===== config.mk =====
export PLATFORM = sky130hd
export DESIGN_NAME = length_prefixed_escaped_deframer
export DESIGN_NICKNAME = d
export VERILOG_FILES = /design/src/rtl/lped_pkg.sv /design/src/rtl/lped_decode.sv /design/src/rtl/length_prefixed_escaped_deframer.sv
export SDC_FILE = /design/constraint.sdc
export NUM_CORES = 1
export LEC_CHECK = 0
export CAP_MARGIN = 20
export CORE_ASPECT_RATIO = 2
export CORE_MARGIN = 3
export CORE_UTILIZATION = 67
export CTS_CLUSTER_DIAMETER = 100
export DETAILED_ROUTE_END_ITERATION = 12
export DONT_BUFFER_PORTS = 1
export PLACE_DENSITY = 0.9
export SLEW_MARGIN = 25
export SYNTH_ARGS = -nofsm -noshare
export SYNTH_HDL_FRONTEND = slang
export SYNTH_HIERARCHICAL = 1
export SYNTH_SLANG_ARGS = --single-unit

===== constraint.sdc =====
create_clock -name clk -period 6 [get_ports clk]
set_input_delay 0.3 -clock clk [delete_from_list [all_inputs] [get_ports clk]]
set_output_delay 0.3 -clock clk [all_outputs]
set_load 0.1 [all_outputs]

===== src/rtl/lped_pkg.sv =====
`default_nettype none

package lped_pkg;

  localparam logic [7:0] FLAG_BYTE   = 8'h7d;
  localparam logic [7:0] ESC_BYTE    = 8'h7e;
  localparam logic [7:0] ESC_XOR     = 8'h20;
  localparam logic [7:0] MAX_LEN_RST = 8'hff;

  typedef enum logic [1:0] {
    KIND_DATA = 2'd0,
    KIND_DONE = 2'd1,
    KIND_DROP = 2'd2
  } kind_t;

  // One decoded result, with a flag that says whether the byte produced one.
  typedef struct packed {
    logic       has_result;
    kind_t      kind;
    logic [7:0] data;
    logic [7:0] position;
    logic [7:0] frame_length;
  } result_t;

endpackage

`default_nettype wire


===== src/rtl/lped_decode.sv =====
`default_nettype none

module lped_decode (
  input  wire logic            clk,
  input  wire logic            rst,
  input  wire logic            step,
  input  wire logic [7:0]      rx_byte,
  input  wire logic [7:0]      max_len,
  output lped_pkg::result_t    res
);

  typedef enum logic [2:0] {
    PH_START   = 3'd0,
    PH_LEN     = 3'd1,
    PH_PAYLOAD = 3'd2,
    PH_ESC     = 3'd3,
    PH_END     = 3'd4
  } phase_t;

  phase_t     phase, phase_next;
  logic [7:0] expected_len, expected_len_next;
  logic [7:0] byte_count, byte_count_next;
  logic [7:0] count_inc;
  logic [7:0] payload;

  assign count_inc = byte_count + 8'd1;
  assign payload   = (phase == PH_ESC) ? (rx_byte ^ lped_pkg::ESC_XOR) : rx_byte;

  always_comb begin
    phase_next        = phase;
    expected_len_next = expected_len;
    byte_count_next   = byte_count;
    res               = '0;
    res.kind          = lped_pkg::KIND_DATA;
    res.frame_length  = expected_len;
    unique case (phase)
      PH_LEN: begin
        expected_len_next = rx_byte;
        byte_count_next   = 8'd0;
        if (rx_byte > max_len) begin
          phase_next       = PH_START;
          res.has_result   = 1'b1;
          res.kind         = lped_pkg::KIND_DROP;
          res.frame_length = rx_byte;
        end else if (rx_byte == 8'd0) begin
          phase_next = PH_END;
        end else begin
          phase_next = PH_PAYLOAD;
        end
      end
      PH_PAYLOAD, PH_ESC: begin
        if (phase == PH_PAYLOAD && rx_byte == lped_pkg::ESC_BYTE) begin
          phase_next = PH_ESC;
        end else begin
          byte_count_next = count_inc;
          phase_next      = (count_inc == expected_len) ? PH_END : PH_PAYLOAD;
          res.has_result  = 1'b1;
          res.kind        = lped_pkg::KIND_DATA;
          res.data        = payload;
          res.position    = byte_count;
        end
      end
      PH_END: begin
        if (rx_byte == lped_pkg::FLAG_BYTE) begin
          phase_next     = PH_START;
          res.has_result = 1'b1;
          res.kind       = lped_pkg::KIND_DONE;
        end
      end
      default: begin
        // PH_START and unused phase codes hunt for the start flag.
        if (rx_byte == lped_pkg::FLAG_BYTE) begin
          phase_next      = PH_LEN;
          byte_count_next = 8'd0;
        end else begin
          phase_next = PH_START;
        end
      end
    endcase
  end

  always_ff @(posedge clk) begin
    if (rst) begin
      phase        <= PH_START;
      expected_len <= 8'd0;
      byte_count   <= 8'd0;
    end else if (step) begin
      phase        <= phase_next;
      expected_len <= expected_len_next;
      byte_count   <= byte_count_next;
    end
  end

endmodule

`default_nettype wire


===== src/rtl/length_prefixed_escaped_deframer.sv =====
`default_nettype none
// A word accepted into the input register has its result, if any, loaded into the result
// register when the word moves on; the result can be taken from there.
// Throughput: one word per cycle; the input register takes a new word whenever it is
// empty or its word moves on, and its word moves on whenever the result register is
// empty or being drained.
// Reset (synchronous, active high) clears both registers, returns the framer to
// hunting for the start flag and sets max_len to 255.

module length_prefixed_escaped_deframer (
  input  wire logic       clk,
  input  wire logic       rst,
  input  wire logic       cfg_we,
  input  wire logic [7:0] cfg_data,
  input  wire logic       in_valid,
  output logic            in_ready,
  input  wire logic [7:0] rx_byte,
  output logic            out_valid,
  input  wire logic       out_ready,
  output logic [1:0]      kind,
  output logic [7:0]      data,
  output logic [7:0]      position,
  output logic [7:0]      frame_length
);

  logic               s1_valid;
  logic [7:0]         s1_byte;
  logic               s1_adv;
  logic               out_free;
  logic [7:0]         max_len;
  lped_pkg::result_t  res;

  assign out_free = !out_valid || out_ready;
  assign s1_adv   = s1_valid && out_free;
  assign in_ready = !s1_valid || out_free;

  lped_decode u_decode (
    .clk     (clk),
    .rst     (rst),
    .step    (s1_adv),
    .rx_byte (s1_byte),
    .max_len (max_len),
    .res     (res)
  );

  always_ff @(posedge clk) begin
    if (rst) begin
      max_len <= lped_pkg::MAX_LEN_RST;
    end else if (cfg_we) begin
      max_len <= cfg_data;
    end
  end

  always_ff @(posedge clk) begin
    if (rst) begin
      s1_valid <= 1'b0;
    end else if (in_ready) begin
      s1_valid <= in_valid;
    end
    if (in_ready && in_valid) begin
      s1_byte <= rx_byte;
    end
  end

  // A word that yields no result still moves on; it leaves the result fields alone and the result register empty.
  always_ff @(posedge clk) begin
    if (rst) begin
      out_valid <= 1'b0;
    end else if (out_free) begin
      out_valid <= s1_adv && res.has_result;
    end
    if (out_free && s1_adv && res.has_result) begin
      kind         <= res.kind;
      data         <= res.data;
      position     <= res.position;
      frame_length <= res.frame_length;
    end
  end

  a_kind_legal: assert property (@(posedge clk) disable iff (rst)
    out_valid |-> (kind == lped_pkg::KIND_DATA || kind == lped_pkg::KIND_DONE ||
                   kind == lped_pkg::KIND_DROP))
    else $error("illegal result kind");

  a_pos_in_frame: assert property (@(posedge clk) disable iff (rst)
    out_valid && kind == lped_pkg::KIND_DATA |-> position < frame_length)
    else $error("payload position beyond declared length");

  a_ctrl_clean: assert property (@(posedge clk) disable iff (rst)
    out_valid && kind != lped_pkg::KIND_DATA |-> data == 8'd0 && position == 8'd0)
    else $error("data or position set on a control result");

  a_stall_holds: assert property (@(posedge clk) disable iff (rst)
    s1_valid && out_valid && !out_ready |=> s1_valid && $stable(s1_byte))
    else $error("input register lost a word while the output was stalled");

endmodule

`default_nettype wire

==> results of run 1 <==
-- cells in the mapped netlist (all sizes together), types with 9 or more instances --
master   n
dfxtp   29
o21ai   11
edfxtp  34
nor2    12
and2    18
nand2   30
clkbuf  11
a21oi   22
ha       9
nor2b   12
inv     14
-- logic make-up after synthesis --
kind of cell / Yosys count / synth area share
AND/OR/NAND/NOR: 110 / 0.196
flip-flops: 63 / 0.527
AO/OA/AOI/OAI: 62 / 0.133
buffers and inverters: 29 / 0.0428
XOR/XNOR: 12 / 0.0346
adder cells (fa/ha/maj): 9 / 0.0370
multiplexers: 8 / 0.0296
-- critical path, delay by kind of cell, from the launching register on --
kind                   cells  cell delay [ns]
AND/OR/NAND/NOR            2             1.27
flip-flops                 1             0.98
buffers and inverters      1             0.32
-- per-stage QoR --
stage | std cells | util | total power, uW | instance area (um2) | setup WS (ns)
finish | 350 | 0.734 | 833 | 3210 | 3.14
global route | 350 | 0.734 | 860 | 3210 | 3.05
CTS | 349 | 0.733 | 838 | 3210 | 3.06
detailed placement | 333 | 0.695 | 531 | 3050 | 3.07
global placement | 333 | 0.694 | 528 | 3040 | 3.03
floorplan | 293 | - | 525 | 3040 | 2.84
-- power by group --
part	leakage (uW)	internal, uW	switching [uW]	total (uW)
clock	0.0000797	147	164	311
sequential	0.000507	462	20.9	483
combinational	0.000575	18.3	20.1	38.5
total	0.00116	628	205	833
-- metal layers --
layer | GRT usage | part of all wire | up-vias
met5 | 0 | 0 | -
met4 | 0.156 | 0.040 | 0
met3 | 0.0781 | 0.043 | 22
met2 | 0.459 | 0.56 | 85
met1 | 0.251 | 0.36 | 1019
li1 | - | - | 1044
-- sequential cells by signal (all words and copies together), names as in the netlist --
signal                 cells
kind                       2
out_valid                  1
u_decode/phase             3
u_decode/byte_count        8
u_decode/expected_len      8
s1_valid                   1
s1_byte                    8
frame_length               8
data                       8
max_len                    8
position                   8
-- worst max path at each step --
stage / startpoint / cells past startpoint / end
CTS: out_valid / 2 / s1_byte[6]
floorplan: s1_byte[1] / 9 / data[0]
global placement: s1_byte[5] / 8 / data[2]
global route: s1_byte[1] / 9 / position[4]
detailed placement: out_valid / 2 / s1_byte[2]
finish: out_valid / 3 / s1_byte[6]
-- area by class of cell --
cell class,count,share of cell area
Sequential cell,63,0.498
Multi-Input combinational cell,201,0.409
Clock buffer,10,0.0397
Tap cell,54,0.0210
Inverter,14,0.0163
Clock inverter,6,0.0117
Timing Repair Buffer,2,0.00350
==> implementation parameters, run 1 <==
Parameter                              Value

Routing
  Post-route DRC    0
  Antenna Violating Nets Remaining    0
  Number of vias per cell after detailed routing    6.20
  Number of detailed-routing iterations run before antenna repair    5
  Aggregate routed wire length    between 6000 and 7000 um
  Number of DRC markers after the initial detailed-route iteration    120
  Average wire length per cell after detail routing    18.4 um
  Total number of vias    ~2200

Die
  Starting Density    0.694
  Horizontal die dimension    between 50 and 60 um
  Standard cell core area    0.00438 mm2
  Die outline height    101 um
  Overall die area    between 0.005 and 0.006 mm2
  I/O Pins    49
  Total number of placement rows    34

Logic synthesis
  Count of state elements after synthesis    between 60 and 70
  Proportion of register bits with asynchronous set or reset after synthesis    0
  Area share of the leading cell type in the synthesized netlist    0.336
  Total standard cell area after synthesis    a little over 0.003 mm2
  Cell count after synthesis    ~290
  Area leader, netlist    sky130_fd_sc_hd__edfxtp_1
  Post-synthesis sequential area ratio    0.527
  Count of cell types in the netlist    49
  Synthesis warning total    6
  Biggest area contributors in the synthesized netlist    sky130_fd_sc_hd__edfxtp_1 34%, sky130_fd_sc_hd__dfxtp_1 19%, sky130_fd_sc_hd__and2_1 3.7%
  Most instantiated flip-flop cell in the synthesis netlist    sky130_fd_sc_hd__edfxtp_1
  EDFF count, synth    34
  Mean instance size in the synthesized netlist    approximately 10 um2
  Synthesized net count    about 320

STA
  Clock tree skew after final layout    0.00793 ns
  Min cycle time layout    2.86 ns
  Hold slack final    roughly 0.022 ns
  Worst slew margin    0.277
  Tightest Pin Transition    ~1.1 ns
  Max Clk Rate    roughly 350 MHz
  Unrepaired setup endpoints after global routing    no
  Share of the cycle needed by the critical path after routing    0.476
  Final hold violations    0
  Count of endpoints failing setup in the final report    0
  Total Neg Setup Slack    0 ns
  Max Transition Viols Final    0

Worst setup path
  Arrival time reported for the critical path endpoint    ~2.9 ns
  Maximum fanout along the worst path    8
  Minimum setup slack among reg-to-reg paths    3.14 ns
  Reg-to-reg critical path startpoint    out_valid
  Ordered cell list for the critical path    nand3b_1, clkbuf_1, and2_1
  Startpoint-to-endpoint class of the critical path    reg2reg
  Delay of the slowest cell on the worst path    just under 1 ns
  Reg2reg path depth    3
  Slowest stage cell on the critical path    sky130_fd_sc_hd__nand3b_1
  Critical Path Start Type    flip-flop
  Data required time of the critical path    around 6 ns
  Type of destination of the critical path    flip-flop
  Reg-to-reg endpoint    s1_byte[6]

Cells and area
  Leading cell type in the layout, fill and taps excluded    sky130_fd_sc_hd__edfxtp_1
  Fill count    309
  Most frequent cells in the layout    34 x sky130_fd_sc_hd__edfxtp_1, 30 x sky130_fd_sc_hd__nand2_1, 29 x sky130_fd_sc_hd__dfxtp_1
  # diodes    0
  Layout Nets    roughly 320
  Ratio of cells with drive above 1 in the final layout    0.108
  Combined area of the multi-input logic cells    between 0.001 and 0.0015 mm2
  Area Growth Syn to Fin    5.72%
  Register area    about 0.0016 mm2

Clock network
  Clock latency of the later-clocked register in the worst-skew pair    approximately 0.35 ns
  Number of H-tree levels    3
  CTS Root Buffer Type    sky130_fd_sc_hd__clkbuf_8
  Clock transition time at the flip-flop clock pins of the worst setup and hold paths    around 0.07 ns
  Hold Buf Count CTS    0
  TritonCTS clock tree    yes
  Sinks on the clock net    63
  Post-CTS Repair Setup Buffers    0
  Clock buffer count from CTS    9
  Bufs on Longest Clock Path    2
  Post-CTS Resized    0

Placed design
  Post-detail-place hpwl    roughly 4500 um
  Quantity of I/O buffers inserted on ports    0
  Routability congestion estimate from global placement    approximately 0.92

Run status
  Outcome    finished clean

GRT
  Wire length of the first global-routing pass    9850 um
  GRT overflow    0
  Via count of the first global-routing pass    a little over 2000
  Number of antenna violations at the first check in global routing    0
  Largest net degree at the start of global routing    31
  Overall global routing resource usage    0.260

Power
  Maximum ir drop on the vdd rail    approximately 360 uV
  P per Cell Area    roughly 260 mW/mm2
  Static Leakage    ~0.0012 uW

Hold path
  Start point of the worst min-delay path    rst
  Class of the tightest hold or removal check    in2reg
  Hold Path End    u_decode/byte_count[0]
  Cell count of the worst hold path    1

Run
  Number of maximum-capacitance violations    0
(Power assumes the default switching activity.)
==> inputs of run 2 (changes only) <==
--- a/config.mk
+++ b/config.mk
@@ -8,11 +8,11 @@
 export CAP_MARGIN = 20
 export CORE_ASPECT_RATIO = 2
 export CORE_MARGIN = 3
-export CORE_UTILIZATION = 67
+export CORE_UTILIZATION = 63
 export CTS_CLUSTER_DIAMETER = 100
 export DETAILED_ROUTE_END_ITERATION = 12
 export DONT_BUFFER_PORTS = 1
-export PLACE_DENSITY = 0.9
+export PLACE_DENSITY = 0.86
 export SLEW_MARGIN = 25
 export SYNTH_ARGS = -nofsm -noshare
 export SYNTH_HDL_FRONTEND = slang
==> constraint.sdc (replaced) <==
create_clock -name clk -period 2.66 [get_ports clk]
set_input_delay 0.133 -clock clk [delete_from_list [all_inputs] [get_ports clk]]
set_output_delay 0.133 -clock clk [all_outputs]
set_load 0.1 [all_outputs]
==> run 2 against run 1 <==
Effect of this change: non-clock buffer count is 31 higher; clock power grew to 2.6 times the previous value; combinational power grew to 3.8 times the previous value; final cell count is 9.1% higher; utilization rose by 2.8 points; hold slack got worse by 0.013 ns; largest power group unchanged.
==> implementation parameters, run 2 (synthesized netlist as in run 1, its figures left out) <==
Parameter                              Value

Run status
  Outcome    finished clean (unchanged)

Power
  Static Leakage    0.00132 uW (was 0.00116 uW)
  Sequential share of power    0.535 (was 0.580)
  Power spent charging and discharging nets    491 uW (was 205 uW)
  Maximum ir drop on the vdd rail    695 uV (was 363 uV)
  Total internal power    1540 uW (was 628 uW)
  Logic pwr share    0.072 (was 0.046)
  Sw Share    0.241 (was 0.246)
  Total power    2030 uW (was 833 uW)
  Share of power burned in the clock network    0.393 (was 0.373)
  P per Cell Area    575 mW/mm2 (was 259 mW/mm2)

Die
  Total number of placement rows    35 (was 34)
  I/O Pins    49 (unchanged)
  Overall die area    0.00575 mm2 (was 0.00543 mm2)
  Standard cell core area    0.00464 mm2 (was 0.00438 mm2)
  Horizontal die dimension    55.1 um (was 53.6 um)
  Starting Density    0.655 (was 0.694)
  Die outline height    104 um (was 101 um)

Routing
  Aggregate routed wire length    7550 um (was 6430 um)
  Number of detailed-routing iterations run before antenna repair    5 (unchanged)
  Post-route DRC    0 (unchanged)
  Number of DRC markers after the initial detailed-route iteration    211 (was 120)
  Total number of vias    2482 (was 2170)
  Total routed wire length on the met1 layer    2390 um (was 2280 um)
  Met2 routed WL    4140 um (was 3610 um)
  Antenna Violating Nets Remaining    0 (unchanged)
  Top metal layer carrying routed signals    met4 (unchanged)
  Average wire length per cell after detail routing    19.8 um (was 18.4 um)
  Number of vias per cell after detailed routing    6.50 (was 6.20)
  Wire length on met3    527 um (was 276 um)

GRT
  Wire length of the first global-routing pass    11500 um (was 9850 um)
  GRT overflow    0 (unchanged)
  Via count of the first global-routing pass    2317 (was 2067)
  Overall global routing resource usage    0.280 (was 0.260)
  Largest net degree at the start of global routing    30 (was 31)
  Number of antenna violations at the first check in global routing    0 (unchanged)

Placed design
  Post-detail-place hpwl    4470 um (was 4510 um)
  Routability congestion estimate from global placement    0.841 (was 0.925)
  Quantity of I/O buffers inserted on ports    0 (unchanged)

STA
  Final hold violations    0 (unchanged)
  Max Clk Rate    393 MHz (was 350 MHz)
  Clock tree skew after final layout    0.0155 ns (was 0.00793 ns)
  Count of endpoints failing setup in the final report    0 (unchanged)
  Worst slew margin    0.364 (was 0.277)
  Unrepaired setup endpoints after global routing    no (unchanged)
  Max Transition Viols Final    0 (unchanged)
  Share of the cycle needed by the critical path after routing    0.956 (was 0.476)
  Total Neg Setup Slack    0 ns (unchanged)
  Min cycle time layout    2.54 ns (was 2.86 ns)
  Tightest Pin Transition    0.956 ns (was 1.08 ns)

Hold path
  Class of the tightest hold or removal check    in2reg (unchanged)

Cells and area
  Ratio of cells with drive above 1 in the final layout    0.150 (was 0.108)
  Leading cell type in the layout, fill and taps excluded    sky130_fd_sc_hd__edfxtp_1 (unchanged)
  Layout Nets    352 (was 321)
  # diodes    0 (unchanged)
  Area Growth Syn to Fin    16.3% (was 5.72%)
  Share of the core filled with cells    0.761 (was 0.734)
  Most frequent cells in the layout    34 x sky130_fd_sc_hd__edfxtp_1, 30 x sky130_fd_sc_hd__nand2_1, 28 x sky130_fd_sc_hd__dfxtp_1 (was 34 x sky130_fd_sc_hd__edfxtp_1, 30 x sky130_fd_sc_hd__nand2_1, 29 x sky130_fd_sc_hd__dfxtp_1)

Worst setup path
  Critical Path Start Type    flip-flop (unchanged)
  Data required time of the critical path    2.69 ns (was 6.06 ns)
  Delay of the slowest cell on the worst path    0.47 ns (was 0.99 ns)
  Ordered cell list for the critical path    ha_1, nor2b_1, o211ai_1, a21oi_1, o22ai_1, o22a_1, o21bai_1, nand2_1, nor2b_4, buf_12 (was nand3b_1, clkbuf_1, and2_1)
  Arrival time reported for the critical path endpoint    2.57 ns (was 2.91 ns)
  Slowest stage cell on the critical path    sky130_fd_sc_hd__edfxtp_1 (was sky130_fd_sc_hd__nand3b_1)
  Maximum fanout along the worst path    26 (was 8)
  Startpoint-to-endpoint class of the critical path    reg2reg (unchanged)
  Type of destination of the critical path    flip-flop (unchanged)

Clock network
  Clock buffer count from CTS    9 (unchanged)
  Sinks on the clock net    63 (unchanged)
  CTS Root Buffer Type    sky130_fd_sc_hd__clkbuf_8 (unchanged)
  Number of H-tree levels    3 (unchanged)
  Clock transition time at the flip-flop clock pins of the worst setup and hold paths    0.08 ns (was 0.07 ns)
  Clock latency of the later-clocked register in the worst-skew pair    0.34 ns (was 0.35 ns)
  Bufs on Longest Clock Path    2 (unchanged)
  TritonCTS clock tree    yes (unchanged)

Run
  Number of maximum-capacitance violations    0 (unchanged)
==> run 2: cell types whose count changed in the layout (fill, tap and decap cells not counted), sizes merged <==
cell	before	now
clkbuf	11	10
dlygate4sd3	0	18
bufinv	0	1
buf	1	15
clkinvlp	2	1
==> run 2: area by class of cell <==
type,instances,area (um2)
flip-flops and latches,63,1600
repair buffers,33,303
clock buffers,10,128
multi-input cells,201,1320
well taps,55,68.8
clock inverters,6,61.3
fillers,319,1110
inverters,14,52.6
==> run 2: power groups by stage <==
stage          Combinational [uW]  Clock [uW]  Sequential [uW]
2_1_floorplan                81.5           0             1100
3_3_place_gp                 88.2           0             1110
3_5_place_dp                 92.9           0             1110
4_1_cts                       125         799             1090
5_1_grt                       159         853             1090
6_report                      147         800             1090
==> run 2: what timing repair did <==
item,in CTS,in global routing
buffers inserted,0,5
hold endpoints to repair,37,0
gates resized for setup,0,1
hold buffers,19,0
setup endpoints to repair,0,34
==> run 2: per-layer routing <==
layer	vias to the layer above	global-route usage
li1	1104	-
met1	1171	0.285
met5	-	0
met3	51	0.0746
met2	156	0.482
met4	0	0.151
==> run 2: through the flow <==
stage,hold slack [ns],area (um2),instances,setup WS (ns)
finish,0.00965,3530,382,0.118
global route,0.0155,3530,382,0.0125
CTS,0.0140,3500,377,0.0903
detailed placement,0.201,3120,342,0.117
global placement,0.203,3120,342,0.208
floorplan,0.232,3050,293,0.241
==> run 2: worst max-delay path, delay by kind of cell (launching register included) <==
kind / cells / cell delay, ns
compound gates: 5 / 0.78
flops: 1 / 0.47
simple gates: 3 / 0.43
fa+ha+maj: 1 / 0.37
buf+inv: 1 / 0.19
==> run 2: final timing paths <==
path	start	to	slack (ns)	cells after the start
setup reg to reg	s1_byte[1]	position[7]	0.12	10
hold / removal	cfg_we	max_len[6]	0.01	2
setup / recovery	s1_byte[1]	position[7]	0.12	10
hold reg to reg	u_decode/expected_len[7]	u_decode/expected_len[7]	0.49	2
==> inputs of run 3 (changes only) <==
--- a/config.mk
+++ b/config.mk
@@ -6,12 +6,13 @@
 export NUM_CORES = 1
 export LEC_CHECK = 0
 export CAP_MARGIN = 20
-export CORE_ASPECT_RATIO = 2
+export CORE_ASPECT_RATIO = 0.6
 export CORE_MARGIN = 3
 export CORE_UTILIZATION = 63
 export CTS_CLUSTER_DIAMETER = 100
 export DETAILED_ROUTE_END_ITERATION = 12
 export DONT_BUFFER_PORTS = 1
+export GPL_ROUTABILITY_DRIVEN = 0
 export PLACE_DENSITY = 0.86
 export SLEW_MARGIN = 25
 export SYNTH_ARGS = -nofsm -noshare
==> run 3 against run 2 <==
Effect of this change: final area is essentially flat; wire length down 1.3%; clock power is 6.0% higher; final cell count grew 0.79%; sequential cell count stayed put; sequential share of layout area is essentially flat; register-to-register slack is essentially flat; non-clock buffer count down 2; first-iteration DRC count grew 20%; clock skew decreased by 0.0063 ns; power grew 2.0%; critical path type unchanged; critical endpoint is now frame_length[4]; largest power group unchanged.
==> implementation parameters, run 3 (synthesized netlist as in run 1, its figures left out) <==
Parameter                              Value

Run status
  Outcome    finished clean (unchanged)

GRT
  Wire length of the first global-routing pass    11800 um (was 11500 um)
  Largest net degree at the start of global routing    30 (unchanged)
  GRT overflow    0 (unchanged)
  Top Usage Layer GRT    met2 (unchanged)
  Global routing usage on met2    0.414 (was 0.482)
  Overall global routing resource usage    0.288 (was 0.280)
  Global-route track usage on met1    0.396 (was 0.285)
  Via count of the first global-routing pass    2299 (was 2317)
  Global Route met3 Usage    0.102 (was 0.0746)
  Number of antenna violations at the first check in global routing    0 (unchanged)

STA
  Min cycle time layout    2.54 ns (about the same)
  Max Clk Rate    394 MHz (was 393 MHz)
  Total Neg Setup Slack    0 ns (unchanged)
  Final hold violations    0 (unchanged)
  Max Transition Viols Final    0 (unchanged)
  Share of the cycle needed by the critical path after routing    0.955 (was 0.956)
  Clock tree skew after final layout    0.00924 ns (was 0.0155 ns)
  Unrepaired setup endpoints after global routing    no (unchanged)
  Count of endpoints failing setup in the final report    0 (unchanged)
  Tightest Pin Transition    0.930 ns (was 0.956 ns)
  Worst slew margin    0.382 (was 0.364)

Routing
  Number of DRC markers after the initial detailed-route iteration    254 (was 211)
  Aggregate routed wire length    7450 um (was 7550 um)
  Post-route DRC    0 (unchanged)
  Total number of vias    2400 (was 2482)
  Number of vias per cell after detailed routing    6.23 (was 6.50)
  Average wire length per cell after detail routing    19.4 um (was 19.8 um)
  Number of detailed-routing iterations run before antenna repair    5 (unchanged)
  Antenna Violating Nets Remaining    0 (unchanged)

Worst setup path
  Reg-to-reg endpoint    frame_length[4] (was position[7])
  Type of destination of the critical path    flip-flop (unchanged)
  Minimum setup slack among reg-to-reg paths    0.12 ns (about the same)
  Data required time of the critical path    2.76 ns (was 2.69 ns)
  Arrival time reported for the critical path endpoint    2.64 ns (was 2.57 ns)
  Startpoint-to-endpoint class of the critical path    reg2reg (unchanged)
  Reg2reg path depth    6 (was 10)
  Reg-to-reg critical path startpoint    s1_byte[5] (was s1_byte[1])
  Maximum fanout along the worst path    9 (was 26)
  Critical Path Start Type    flip-flop (unchanged)

Run
  Number of maximum-capacitance violations    0 (unchanged)

Clock network
  Bufs on Longest Clock Path    2 (unchanged)
  Post-CTS Resized    0 (unchanged)
  Clock buffer count from CTS    9 (unchanged)
  CTS Root Buffer Type    sky130_fd_sc_hd__clkbuf_8 (unchanged)
  Post-CTS Repair Setup Buffers    0 (unchanged)
  Number of H-tree levels    3 (unchanged)
  Hold Buf Count CTS    19 (unchanged)
  Sinks on the clock net    63 (unchanged)
  Clock latency of the later-clocked register in the worst-skew pair    0.35 ns (was 0.34 ns)
  TritonCTS clock tree    yes (unchanged)
  Clock transition time at the flip-flop clock pins of the worst setup and hold paths    0.08 ns (about the same)

Hold path
  Cell count of the worst hold path    2 (unchanged)
  Hold Path End    max_len[7] (was max_len[6])
  Class of the tightest hold or removal check    in2reg (unchanged)
  Start point of the worst min-delay path    cfg_we (unchanged)

Cells and area
  Most frequent cells in the layout    34 x sky130_fd_sc_hd__edfxtp_1, 30 x sky130_fd_sc_hd__nand2_1, 28 x sky130_fd_sc_hd__dfxtp_1 (unchanged)
  Ratio of cells with drive above 1 in the final layout    0.145 (was 0.150)
  Number of non-filler instances in the completed layout    385 (was 382)
  Area Growth Syn to Fin    16.3% (about the same)
  Layout Nets    350 (was 352)
  # diodes    0 (unchanged)
  Fill count    264 (was 319)
  Leading cell type in the layout, fill and taps excluded    sky130_fd_sc_hd__edfxtp_1 (unchanged)

Placed design
  Quantity of I/O buffers inserted on ports    0 (unchanged)
  Post-detail-place hpwl    4790 um (was 4470 um)
  Cell total after placement    350 (was 342)

Die
  Total number of placement rows    18 (was 35)
  I/O Pins    49 (unchanged)
  Horizontal die dimension    95.7 um (was 55.1 um)
  Die outline height    59.8 um (was 104 um)
  Overall die area    0.00572 mm2 (was 0.00575 mm2)
  Starting Density    0.696 (was 0.655)
  Standard cell core area    0.00437 mm2 (was 0.00464 mm2)

Power
  Share of power burned in the clock network    0.409 (was 0.393)
  Static Leakage    0.00132 uW (about the same)
  P per Cell Area    587 mW/mm2 (was 575 mW/mm2)
  Sequential share of power    0.524 (was 0.535)
  Power spent charging and discharging nets    524 uW (was 491 uW)
  Total internal power    1550 uW (was 1540 uW)
  Sw Share    0.253 (was 0.241)
  Maximum ir drop on the vdd rail    505 uV (was 695 uV)
  Logic pwr share    0.067 (was 0.072)
## run 3: how the worst max path moves through the flow
| stage | slack [ns] | from | cells after the start | endpoint |
|---|---|---|---|---|
| 2_1_floorplan | 0.24 | out_valid | 2 | s1_byte[0] |
| 3_3_place_gp | 0.32 | s1_byte[1] | 7 | frame_length[3] |
| 3_5_place_dp | 0.18 | s1_byte[5] | 6 | frame_length[6] |
| 4_1_cts | 0.15 | s1_byte[5] | 6 | frame_length[4] |
| 5_1_grt | 0.05 | s1_byte[5] | 6 | frame_length[4] |
| 6_report | 0.12 | s1_byte[5] | 6 | frame_length[4] |
## run 3: worst max-delay path, cell delays in order, from the launching register on
cell and delay (ns):
sky130_fd_sc_hd__edfxtp_1 0.52, sky130_fd_sc_hd__ha_1 0.37, sky130_fd_sc_hd__a21oi_1 0.15, sky130_fd_sc_hd__o21ai_0 0.10
sky130_fd_sc_hd__o22ai_1 0.29, sky130_fd_sc_hd__nand2b_1 0.45, sky130_fd_sc_hd__mux2_2 0.40
## run 3: final cells by class
| type | count | area [um2] | share of cell area |
|---|---|---|---|
| Clock buffer | 9 | 124 | 0.0350 |
| Clock inverter | 7 | 77.6 | 0.0219 |
| Inverter | 14 | 52.6 | 0.0149 |
| Multi-Input combinational cell | 201 | 1320 | 0.372 |
| Sequential cell | 63 | 1600 | 0.453 |
| Tap cell | 60 | 75.1 | 0.0212 |
| Timing Repair Buffer | 31 | 288 | 0.0814 |
## run 3: power by group through the flow
stage | sequential [uW] | combinational (uW) | clock [uW]
2_1_floorplan | 1100 | 81.5 | 0
3_3_place_gp | 1110 | 94.0 | 0
3_5_place_dp | 1110 | 99.4 | 0
4_1_cts | 1090 | 133 | 863
5_1_grt | 1090 | 150 | 908
6_report | 1090 | 138 | 848
## run 3: metrics by stage
| stage | hold WS (ns) | utilization | setup slack (ns) | power [uW] | cell area, um2 |
|---|---|---|---|---|---|
| 2_1_floorplan | 0.232 | - | 0.241 | 1180 | 3050 |
| 3_3_place_gp | 0.205 | 0.721 | 0.321 | 1200 | 3150 |
| 3_5_place_dp | 0.207 | 0.721 | 0.176 | 1210 | 3150 |
| 4_1_cts | 0.0114 | 0.810 | 0.151 | 2080 | 3540 |
| 5_1_grt | 0.0141 | 0.809 | 0.0521 | 2150 | 3540 |
| 6_report | 0.0309 | 0.809 | 0.120 | 2070 | 3540 |
## run 3: metal layers
layer | share of wire | up-vias
met5 | 0 | -
met4 | 0.025 | 0
met3 | 0.099 | 21
met2 | 0.45 | 165
met1 | 0.43 | 1111
li1 | - | 1103
